<file path="src/hw/rtl/assert_macros.svh">
// ----------------------------------------------------------------------------
// Assertion macros
// Shared concurrent assertion forms for the character LCD controller.
// ----------------------------------------------------------------------------
`ifndef ASSERT_MACROS_SVH
`define ASSERT_MACROS_SVH

// Check on every rising edge outside reset.
`define ASSERT_CLK(label, clock, resetn, prop, msg) \
    label: assert property (@(posedge clock) disable iff (!resetn) (prop)) \
        else $error(msg);

// Check that an antecedent implies a consequent on the same edge.
`define ASSERT_IMPLY(label, clock, resetn, ante, cons, msg) \
    label: assert property (@(posedge clock) disable iff (!resetn) (ante) |-> (cons)) \
        else $error(msg);

// Check that an antecedent implies a consequent on the next edge.
`define ASSERT_NEXT(label, clock, resetn, ante, cons, msg) \
    label: assert property (@(posedge clock) disable iff (!resetn) (ante) |=> (cons)) \
        else $error(msg);

`endif

</file>
<file path="src/hw/rtl/clcd_pkg.sv">
// ----------------------------------------------------------------------------
// clcd_pkg
// Types, constants and helpers for the 4-bit character LCD controller.
// ----------------------------------------------------------------------------
package clcd_pkg;

    localparam int unsigned CFG_W     = 16;
    localparam int unsigned CFG_IDX_W = 3;
    localparam int unsigned BYTE_W    = 8;
    localparam int unsigned NIB_W     = 4;
    localparam int unsigned PHASE_W   = 2;

    localparam logic [CFG_IDX_W-1:0] CFG_POWER_ON_WAIT     = 3'd0;
    localparam logic [CFG_IDX_W-1:0] CFG_LONG_INIT_WAIT    = 3'd1;
    localparam logic [CFG_IDX_W-1:0] CFG_SHORT_INIT_WAIT   = 3'd2;
    localparam logic [CFG_IDX_W-1:0] CFG_WRITE_SETTLE_WAIT = 3'd3;
    localparam logic [CFG_IDX_W-1:0] CFG_CLEAR_WAIT        = 3'd4;

    localparam logic [CFG_W-1:0] POWER_ON_WAIT_RST     = 16'd15000;
    localparam logic [CFG_W-1:0] LONG_INIT_WAIT_RST    = 16'd5000;
    localparam logic [CFG_W-1:0] SHORT_INIT_WAIT_RST   = 16'd100;
    localparam logic [CFG_W-1:0] WRITE_SETTLE_WAIT_RST = 16'd40;
    localparam logic [CFG_W-1:0] CLEAR_WAIT_RST        = 16'd2000;

    localparam logic [BYTE_W-1:0] CMD_FUNCTION_SET = 8'h28;
    localparam logic [BYTE_W-1:0] CMD_DISPLAY_OFF  = 8'h08;
    localparam logic [BYTE_W-1:0] CMD_DISPLAY_ON   = 8'h0C;
    localparam logic [BYTE_W-1:0] CMD_ENTRY_MODE   = 8'h06;
    localparam logic [BYTE_W-1:0] CMD_CLEAR        = 8'h01;
    localparam logic [BYTE_W-1:0] CMD_NONE         = 8'h00;

    localparam logic [NIB_W-1:0] NIB_ATTENTION = 4'h3;
    localparam logic [NIB_W-1:0] NIB_FOUR_BIT  = 4'h2;

    localparam logic [PHASE_W-1:0] PH_HIGH = 2'd0;
    localparam logic [PHASE_W-1:0] PH_GAP  = 2'd1;
    localparam logic [PHASE_W-1:0] PH_LOW  = 2'd2;

    localparam logic KIND_TICK  = 1'b0;
    localparam logic KIND_WRITE = 1'b1;

    typedef enum logic [14:0] {
        ST_PWR     = 15'h0001,
        ST_ATT1    = 15'h0002,
        ST_W1      = 15'h0004,
        ST_ATT2    = 15'h0008,
        ST_W2      = 15'h0010,
        ST_ATT3    = 15'h0020,
        ST_W3      = 15'h0040,
        ST_MODE    = 15'h0080,
        ST_W4      = 15'h0100,
        ST_IXFER   = 15'h0200,
        ST_ISETTLE = 15'h0400,
        ST_HXFER   = 15'h0800,
        ST_HSETTLE = 15'h1000,
        ST_HCLEAR  = 15'h2000,
        ST_IDLE    = 15'h4000
    } step_t;

    typedef struct packed {
        logic [CFG_W-1:0] power_on_wait;
        logic [CFG_W-1:0] long_init_wait;
        logic [CFG_W-1:0] short_init_wait;
        logic [CFG_W-1:0] write_settle_wait;
        logic [CFG_W-1:0] clear_wait;
    } cfg_t;

    typedef struct packed {
        logic                 en;
        logic [CFG_IDX_W-1:0] index;
        logic [CFG_W-1:0]     data;
    } cfg_wr_t;

    typedef struct packed {
        logic              kind;
        logic              reg_select;
        logic [BYTE_W-1:0] data_byte;
    } item_t;

    typedef struct packed {
        logic [NIB_W-1:0] bus_nibble;
        logic             rs_line;
        logic             enable_line;
        logic             busy_res;
        logic             rejected;
    } result_t;

    function automatic logic [BYTE_W-1:0] next_init_byte(input logic [BYTE_W-1:0] b);
        logic [BYTE_W-1:0] nb;
        case (b)
            CMD_FUNCTION_SET: nb = CMD_DISPLAY_OFF;
            CMD_DISPLAY_OFF:  nb = CMD_DISPLAY_ON;
            CMD_DISPLAY_ON:   nb = CMD_ENTRY_MODE;
            default:          nb = CMD_NONE;
        endcase
        return nb;
    endfunction

endpackage

</file>
<file path="src/hw/rtl/clcd_cfg_regs.sv">
// ----------------------------------------------------------------------------
// clcd_cfg_regs
// Wait-time configuration registers with their power-on defaults.
// ----------------------------------------------------------------------------
module clcd_cfg_regs
(
    input  logic              clk,
    input  logic              rst_n,
    input  clcd_pkg::cfg_wr_t cfg_wr,
    output clcd_pkg::cfg_t    cfg
);

    clcd_pkg::cfg_t cfg_reg;
    clcd_pkg::cfg_t cfg_next;

    always_comb
    begin
        cfg_next = cfg_reg;
        if (cfg_wr.en)
        begin
            case (cfg_wr.index)
                clcd_pkg::CFG_POWER_ON_WAIT:     cfg_next.power_on_wait     = cfg_wr.data;
                clcd_pkg::CFG_LONG_INIT_WAIT:    cfg_next.long_init_wait    = cfg_wr.data;
                clcd_pkg::CFG_SHORT_INIT_WAIT:   cfg_next.short_init_wait   = cfg_wr.data;
                clcd_pkg::CFG_WRITE_SETTLE_WAIT: cfg_next.write_settle_wait = cfg_wr.data;
                clcd_pkg::CFG_CLEAR_WAIT:        cfg_next.clear_wait        = cfg_wr.data;
                default:                         cfg_next = cfg_reg;
            endcase
        end
    end

    always_ff @(posedge clk or negedge rst_n)
    begin
        if (!rst_n)
        begin
            cfg_reg.power_on_wait     <= clcd_pkg::POWER_ON_WAIT_RST;
            cfg_reg.long_init_wait    <= clcd_pkg::LONG_INIT_WAIT_RST;
            cfg_reg.short_init_wait   <= clcd_pkg::SHORT_INIT_WAIT_RST;
            cfg_reg.write_settle_wait <= clcd_pkg::WRITE_SETTLE_WAIT_RST;
            cfg_reg.clear_wait        <= clcd_pkg::CLEAR_WAIT_RST;
        end
        else
        begin
            cfg_reg <= cfg_next;
        end
    end

    assign cfg = cfg_reg;

endmodule

</file>
<file path="src/hw/rtl/clcd_seq.sv">
// ----------------------------------------------------------------------------
// clcd_seq
// Init and transfer sequencer: advances at most one step per beat and forms the
// bus levels for that beat.
// ----------------------------------------------------------------------------
module clcd_seq
(
    input  logic              clk,
    input  logic              rst_n,
    input  logic              fire,
    input  clcd_pkg::item_t   item,
    input  clcd_pkg::cfg_t    cfg,
    input  clcd_pkg::cfg_wr_t cfg_wr,
    output clcd_pkg::result_t result
);

    clcd_pkg::step_t                      step_reg,      step_next;
    logic [clcd_pkg::CFG_W-1:0]           wait_cnt_reg,  wait_cnt_next;
    logic [clcd_pkg::BYTE_W-1:0]          held_byte_reg, held_byte_next;
    logic                                 held_rs_reg,   held_rs_next;
    logic [clcd_pkg::PHASE_W-1:0]         phase_reg,     phase_next;
    logic [clcd_pkg::NIB_W-1:0]           bus_reg,       bus_next;
    logic                                 rs_reg,        rs_next;

    logic                                 wait_done;
    logic [clcd_pkg::CFG_W-1:0]           wait_dec;
    logic                                 xfer_done;
    logic                                 en;
    logic                                 rej;
    logic [clcd_pkg::BYTE_W-1:0]          init_nb;

    assign wait_done = (wait_cnt_reg <= 16'd1);
    assign wait_dec  = wait_done ? '0 : wait_cnt_reg - 16'd1;
    assign init_nb   = clcd_pkg::next_init_byte(held_byte_reg);

    always_comb
    begin
        step_next      = step_reg;
        wait_cnt_next  = wait_cnt_reg;
        held_byte_next = held_byte_reg;
        held_rs_next   = held_rs_reg;
        phase_next     = phase_reg;
        bus_next       = bus_reg;
        rs_next        = rs_reg;
        en             = 1'b0;
        rej            = 1'b0;
        xfer_done      = 1'b0;

        if (fire && item.kind == clcd_pkg::KIND_WRITE)
        begin
            if (step_reg == clcd_pkg::ST_IDLE)
            begin
                held_rs_next   = item.reg_select;
                held_byte_next = item.data_byte;
                rs_next        = item.reg_select;
                phase_next     = clcd_pkg::PH_HIGH;
                step_next      = clcd_pkg::ST_HXFER;
            end
            else
            begin
                rej = 1'b1;
            end
        end
        else if (fire)
        begin
            // nibble transfer, shared by init bytes and host bytes
            if (step_reg == clcd_pkg::ST_IXFER || step_reg == clcd_pkg::ST_HXFER)
            begin
                case (phase_reg)
                    clcd_pkg::PH_HIGH:
                    begin
                        bus_next   = held_byte_reg[7:4];
                        en         = 1'b1;
                        phase_next = clcd_pkg::PH_GAP;
                    end
                    clcd_pkg::PH_GAP:
                    begin
                        phase_next = clcd_pkg::PH_LOW;
                    end
                    default:
                    begin
                        bus_next      = held_byte_reg[3:0];
                        en            = 1'b1;
                        phase_next    = clcd_pkg::PH_HIGH;
                        wait_cnt_next = cfg.write_settle_wait;
                        xfer_done     = 1'b1;
                    end
                endcase
            end

            case (step_reg)
                clcd_pkg::ST_PWR:
                begin
                    wait_cnt_next = wait_dec;
                    if (wait_done)
                        step_next = clcd_pkg::ST_ATT1;
                end
                clcd_pkg::ST_ATT1:
                begin
                    bus_next      = clcd_pkg::NIB_ATTENTION;
                    rs_next       = 1'b0;
                    en            = 1'b1;
                    wait_cnt_next = cfg.long_init_wait;
                    step_next     = clcd_pkg::ST_W1;
                end
                clcd_pkg::ST_W1:
                begin
                    wait_cnt_next = wait_dec;
                    if (wait_done)
                        step_next = clcd_pkg::ST_ATT2;
                end
                clcd_pkg::ST_ATT2:
                begin
                    bus_next      = clcd_pkg::NIB_ATTENTION;
                    rs_next       = 1'b0;
                    en            = 1'b1;
                    wait_cnt_next = cfg.short_init_wait;
                    step_next     = clcd_pkg::ST_W2;
                end
                clcd_pkg::ST_W2:
                begin
                    wait_cnt_next = wait_dec;
                    if (wait_done)
                        step_next = clcd_pkg::ST_ATT3;
                end
                clcd_pkg::ST_ATT3:
                begin
                    bus_next      = clcd_pkg::NIB_ATTENTION;
                    rs_next       = 1'b0;
                    en            = 1'b1;
                    wait_cnt_next = cfg.long_init_wait;
                    step_next     = clcd_pkg::ST_W3;
                end
                clcd_pkg::ST_W3:
                begin
                    wait_cnt_next = wait_dec;
                    if (wait_done)
                        step_next = clcd_pkg::ST_MODE;
                end
                clcd_pkg::ST_MODE:
                begin
                    bus_next      = clcd_pkg::NIB_FOUR_BIT;
                    rs_next       = 1'b0;
                    en            = 1'b1;
                    wait_cnt_next = cfg.write_settle_wait;
                    step_next     = clcd_pkg::ST_W4;
                end
                clcd_pkg::ST_W4:
                begin
                    wait_cnt_next = wait_dec;
                    if (wait_done)
                    begin
                        held_byte_next = clcd_pkg::CMD_FUNCTION_SET;
                        held_rs_next   = 1'b0;
                        phase_next     = clcd_pkg::PH_HIGH;
                        step_next      = clcd_pkg::ST_IXFER;
                    end
                end
                clcd_pkg::ST_IXFER:
                begin
                    if (xfer_done)
                        step_next = clcd_pkg::ST_ISETTLE;
                end
                clcd_pkg::ST_ISETTLE:
                begin
                    wait_cnt_next = wait_dec;
                    if (wait_done)
                    begin
                        if (init_nb == clcd_pkg::CMD_NONE)
                        begin
                            step_next = clcd_pkg::ST_IDLE;
                        end
                        else
                        begin
                            held_byte_next = init_nb;
                            phase_next     = clcd_pkg::PH_HIGH;
                            step_next      = clcd_pkg::ST_IXFER;
                        end
                    end
                end
                clcd_pkg::ST_HXFER:
                begin
                    if (xfer_done)
                        step_next = clcd_pkg::ST_HSETTLE;
                end
                clcd_pkg::ST_HSETTLE:
                begin
                    wait_cnt_next = wait_dec;
                    if (wait_done)
                    begin
                        if (!held_rs_reg && held_byte_reg == clcd_pkg::CMD_CLEAR)
                        begin
                            wait_cnt_next = cfg.clear_wait;
                            step_next     = clcd_pkg::ST_HCLEAR;
                        end
                        else
                        begin
                            step_next = clcd_pkg::ST_IDLE;
                        end
                    end
                end
                clcd_pkg::ST_HCLEAR:
                begin
                    wait_cnt_next = wait_dec;
                    if (wait_done)
                        step_next = clcd_pkg::ST_IDLE;
                end
                default:
                begin
                    step_next = clcd_pkg::ST_IDLE;
                end
            endcase
        end

        // restart the power-on wait when its length is rewritten while it runs
        if (cfg_wr.en && cfg_wr.index == clcd_pkg::CFG_POWER_ON_WAIT
            && step_reg == clcd_pkg::ST_PWR)
            wait_cnt_next = cfg_wr.data;
    end

    always_ff @(posedge clk or negedge rst_n)
    begin
        if (!rst_n)
        begin
            step_reg      <= clcd_pkg::ST_PWR;
            wait_cnt_reg  <= clcd_pkg::POWER_ON_WAIT_RST;
            held_byte_reg <= '0;
            held_rs_reg   <= 1'b0;
            phase_reg     <= clcd_pkg::PH_HIGH;
            bus_reg       <= '0;
            rs_reg        <= 1'b0;
        end
        else
        begin
            step_reg      <= step_next;
            wait_cnt_reg  <= wait_cnt_next;
            held_byte_reg <= held_byte_next;
            held_rs_reg   <= held_rs_next;
            phase_reg     <= phase_next;
            bus_reg       <= bus_next;
            rs_reg        <= rs_next;
        end
    end

    always_comb
    begin
        result.bus_nibble  = bus_next;
        result.rs_line     = rs_next;
        result.enable_line = en;
        result.busy_res    = (step_next != clcd_pkg::ST_IDLE);
        result.rejected    = rej;
    end

endmodule

</file>
<file path="src/hw/rtl/char_lcd_four_bit_interface_core.sv">
// ----------------------------------------------------------------------------
// char_lcd_four_bit_interface_core
// Character LCD controller for a 4-bit bus: power-on init, byte transfers
// as two strobed nibbles, settle and clear waits counted in tick beats.
//
//   channel  | handshake              | payload
//   ---------+------------------------+------------------------------------
//   in       | in_valid / in_ready    | kind, reg_select, data_byte
//   out      | out_valid / out_ready  | bus_nibble, rs_line, enable_line,
//            |                        | busy_res, rejected
//   cfg      | cfg_wr_en              | cfg_index, cfg_data
//
// One beat in, one beat out; a beat may enter every cycle while the output is not stalled.
// The path runs through the input register, sequencer step and result register.
// The result register holds while out_valid is high and out_ready is low; the input
// register still takes a beat, so the stall reaches in_ready once that register is full.
// Reset puts the sequencer at the start of the power-on wait, defaults in
// the wait registers and the sequencer's bus and rs registers low.
// ----------------------------------------------------------------------------
`include "assert_macros.svh"

module char_lcd_four_bit_interface_core
(
    input  logic                              clk,
    input  logic                              rst_n,

    input  logic                              in_valid,
    output logic                              in_ready,
    input  logic                              kind,
    input  logic                              reg_select,
    input  logic [clcd_pkg::BYTE_W-1:0]       data_byte,

    output logic                              out_valid,
    input  logic                              out_ready,
    output logic [clcd_pkg::NIB_W-1:0]        bus_nibble,
    output logic                              rs_line,
    output logic                              enable_line,
    output logic                              busy_res,
    output logic                              rejected,

    input  logic                              cfg_wr_en,
    input  logic [clcd_pkg::CFG_IDX_W-1:0]    cfg_index,
    input  logic [clcd_pkg::CFG_W-1:0]        cfg_data
);

    logic              in_valid_reg,  in_valid_next;
    clcd_pkg::item_t   item_reg;
    logic              out_valid_reg, out_valid_next;
    clcd_pkg::result_t result_reg;
    clcd_pkg::result_t result_comb;
    clcd_pkg::cfg_t    cfg;
    clcd_pkg::cfg_wr_t cfg_wr;
    logic              advance;
    logic              accept;

    assign cfg_wr.en    = cfg_wr_en;
    assign cfg_wr.index = cfg_index;
    assign cfg_wr.data  = cfg_data;

    assign advance  = in_valid_reg && (!out_valid_reg || out_ready);
    assign in_ready = !in_valid_reg || advance;
    assign accept   = in_valid && in_ready;

    always_comb
    begin
        in_valid_next = in_valid_reg;
        if (accept)
            in_valid_next = 1'b1;
        else if (advance)
            in_valid_next = 1'b0;

        out_valid_next = out_valid_reg;
        if (advance)
            out_valid_next = 1'b1;
        else if (out_ready)
            out_valid_next = 1'b0;
    end

    always_ff @(posedge clk or negedge rst_n)
    begin
        if (!rst_n)
        begin
            in_valid_reg  <= 1'b0;
            out_valid_reg <= 1'b0;
        end
        else
        begin
            in_valid_reg  <= in_valid_next;
            out_valid_reg <= out_valid_next;
        end
    end

    always_ff @(posedge clk)
    begin
        if (accept)
        begin
            item_reg.kind       <= kind;
            item_reg.reg_select <= reg_select;
            item_reg.data_byte  <= data_byte;
        end
        if (advance)
            result_reg <= result_comb;
    end

    clcd_cfg_regs u_cfg
    (
        .clk    (clk),
        .rst_n  (rst_n),
        .cfg_wr (cfg_wr),
        .cfg    (cfg)
    );

    clcd_seq u_seq
    (
        .clk    (clk),
        .rst_n  (rst_n),
        .fire   (advance),
        .item   (item_reg),
        .cfg    (cfg),
        .cfg_wr (cfg_wr),
        .result (result_comb)
    );

    assign out_valid   = out_valid_reg;
    assign bus_nibble  = result_reg.bus_nibble;
    assign rs_line     = result_reg.rs_line;
    assign enable_line = result_reg.enable_line;
    assign busy_res    = result_reg.busy_res;
    assign rejected    = result_reg.rejected;

    `ASSERT_IMPLY(a_strobe_busy, clk, rst_n, out_valid && enable_line, busy_res, "strobe while idle")
    `ASSERT_IMPLY(a_reject_quiet, clk, rst_n, out_valid && rejected, busy_res && !enable_line, "reject not quiet")
    `ASSERT_NEXT(a_advance_out, clk, rst_n, advance, out_valid_reg, "result lost after step")

endmodule

</file>
<file path="config.mk">
export PLATFORM = sky130hd
export DESIGN_NAME = char_lcd_four_bit_interface_core
export DESIGN_NICKNAME = d
export VERILOG_FILES = /design/src/hw/rtl/clcd_pkg.sv /design/src/hw/rtl/clcd_cfg_regs.sv /design/src/hw/rtl/clcd_seq.sv /design/src/hw/rtl/char_lcd_four_bit_interface_core.sv
export VERILOG_INCLUDE_DIRS = /design/src /design/src/hw/rtl
export SDC_FILE = /design/constraint.sdc
export NUM_CORES = 1
export LEC_CHECK = 0
export ABC_AREA = 1
export BUFFER_PORTS_ARGS = -buffer_cell sky130_fd_sc_hd__buf_4
export CAP_MARGIN = 20
export CELL_PAD_IN_SITES_DETAIL_PLACEMENT = 0
export CELL_PAD_IN_SITES_GLOBAL_PLACEMENT = 2
export CORE_ASPECT_RATIO = 0.8
export CORE_UTILIZATION = 30
export DETAILED_ROUTE_END_ITERATION = 10
export GPL_TIMING_DRIVEN = 0
export MAX_ROUTING_LAYER = met4
export PLACE_DENSITY = 0.78
export SYNTH_ARGS = -nofsm -noshare
export SYNTH_HDL_FRONTEND = slang
export SYNTH_HIERARCHICAL = 1
export SYNTH_SLANG_ARGS = --single-unit
</file>
<file path="constraint.sdc">
create_clock -name clk -period 3 [get_ports clk]
set_input_delay 0.15 -clock clk [delete_from_list [all_inputs] [get_ports clk]]
set_output_delay 0.15 -clock clk [all_outputs]
set_load 0.01 [all_outputs]
</file>
==> summary.txt <==
Status
  • Run status: finished, violations left
  • Failing checks: design-rule violations

Synth
  • Area of the mapped netlist: 7530 um^2
  • Warnings, synthesis: 6
  • Syn_nets: 1040
  • Synthesized area per cell: 7.50 um^2
  • Cells after Synth: 1004

Place
  • HPWL after DPL: 17500 um
  • Dpl cell area: 8290 um^2
  • IO buf count: 43
  • Routability cong.: 0.867

GRT
  • Global-route wire length before repair: 36600 um
  • Initial antenna violation count: 0
  • Tot GR Track Use: 0.195
  • Largest net degree at the start of global routing: 83
  • Vias in the first global route: 6531
  • GR Overflow Total: 0

Layout
  • Footprint of the multi-input gates: 3600 um^2
  • Filler cells: 2646
  • Layout Area Growth over Synthesis: 22.2%
  • Commonest cells after routing, fill and taps aside: nand2_1 (368), nand3_1 (116), dfrtp_1 (89), nor2_1 (77), inv_1 (71)
  • Inserted Diodes: 0
  • Layout cells sized above 1: 0.182
  • Max reg flops: 64
  • Final instance area: 9200 um^2
  • Commonest non-fill, non-tap cell in the layout: nand2_1
  • Layout Utilization: 0.375
  • Sequential cell area: 3400 um^2
  • Nets: 1134

Critical path
  • Crit path DAT: 3.11 ns
  • Crit path capture type: flop
  • Req. time, crit path: 3.34 ns
  • Critical path class: reg2reg
  • CP Max Fanout: 6
  • Startpoint types: flop

Clock network
  • Clock Tree Root: clkbuf_16
  • Clock-pin slew on the worst setup and hold paths: 0.07 ns
  • Clk buf depth: 2
  • Max H-tree Level: 4
  • Sink Count: 131
  • TritonCTS clock tree: yes
  • Inserted Clock Buffers: 17
  • Worst-skew pair later-pin latency: 0.43 ns

Route
  • Router iterations before antenna repair: 7
  • Vias post-DR: 6809
  • Initial DRC count: 455
  • Vias/cell: 4.76
  • Detail Route Antenna Nets: 0
  • Final wirelength: 23200 um
  • Wire length per cell: 16.2 um
  • # DRC: 2

Floorplanning
  • I/O Pins: 44
  • Die width: 179 um
  • Core ar.: 24500 um^2
  • Die H: 144 um
  • Starting Density: 0.307
  • Num rows: 51
  • Die Area: 25700 um^2

Hold path
  • Hold crit path type: in2reg

Timing
  • Final Hold Viols: 0
  • F_max: 362 MHz
  • Worst Tran Pin Value: 0.687 ns
  • Tcrit/Tclk final: 0.921
  • Skew final: 0.0207 ns
  • RSZ-0062 raised after global routing: false
  • Slew HR: 0.542
  • Final Max Tran Viols: 0
  • Setup Viol. Count Final: 0
  • Min cycle time layout: 2.76 ns

Pwr
  • Worst IR Drop VDD: 0.000321 V
  • P per Cell Area: 635 nW/um^2
  • LEAKAGE: 4.57 nW

Job
  • Max Cap Violations: 0
==> through the flow <==
stage | std cells | power, mW | TNS, ns | setup WS, ns | hold WS [ns]
final | 1429 | 5.84 | 0 | 0.236 | 0.0726
after global routing | 1429 | 6.20 | 0 | 0.0530 | 0.0785
after CTS | 1429 | 5.91 | 0 | 0.146 | 0.0573
after detailed placement | 1367 | 3.72 | -12.64 | -0.569 | 0.0665
after global placement | 1365 | 3.71 | -38.05 | -1.19 | 0.328
after floorplan | 1004 | 3.29 | 0 | 0.288 | -0.146
==> critical path, cell delays in order, from the launching register on <==
cell and delay (ns):
dfrtp_1 0.45, nor2_1 0.24, nand2_4 0.12, inv_2 0.12, nand2_4 0.09, nor2_1 0.40
nand2_1 0.29, inv_1 0.19, a21oi_1 0.06, nor2_1 0.44, nand3_1 0.17, o21ai_0 0.10
==> path summary, 6_finish.rpt <==
| check | from | cells after the start | endpoint | slack (ns) |
|---|---|---|---|---|
| max | u_seq/step_reg[12] | 11 | u_seq/wait_cnt_reg[10] | 0.24 |
| min | cfg_index[1] | 4 | u_cfg/cfg[51] | 0.07 |
| max reg2reg | u_seq/step_reg[12] | 11 | u_seq/wait_cnt_reg[10] | 0.24 |
| min reg2reg | u_cfg/cfg[60] | 2 | u_cfg/cfg[60] | 0.46 |
| max in group asynchronous | rst_n | 3 | u_cfg/cfg[8] | 2.06 |
| min in group asynchronous | rst_n | 2 | out_valid | 0.16 |
==> power by group <==
group | leakage, nW | switching [mW] | internal (mW)
logic | 2.76 | 0.746 | 0.460
registers | 1.53 | 0.279 | 2.25
clock network | 0.287 | 0.925 | 1.18
==> per-layer routing <==
metal	track usage	wire length (um)	share of wire	vias to the layer above
li1	-	-	-	3445
met1	0.291	12600	0.54	3227
met2	0.273	9660	0.42	126
met3	0.0336	856	0.037	11
met4	0.0433	127	0.0055	0
met5	-	0	0	-
==> repair_timing <==
| item | in CTS | in global routing |
|---|---|---|
| pin swaps | 0 | 0 |
| hold buffers | 30 | 0 |
| resized for setup | 3 | 4 |
| hold endpoints to repair | 90 | 0 |
| buffers inserted | 0 | 0 |
| setup endpoints to repair | 35 | 3 |
==> area by class of cell <==
class | instances | area share
well taps | 318 | 0.0432
multi-input cells | 751 | 0.391
plain buffers | 37 | 0.0248
clock buffers | 17 | 0.0462
flip-flops and latches | 131 | 0.369
clock inverters | 15 | 0.0181
inverters | 85 | 0.0351
repair buffers | 75 | 0.0719
Power figures use the tool's default switching activity.
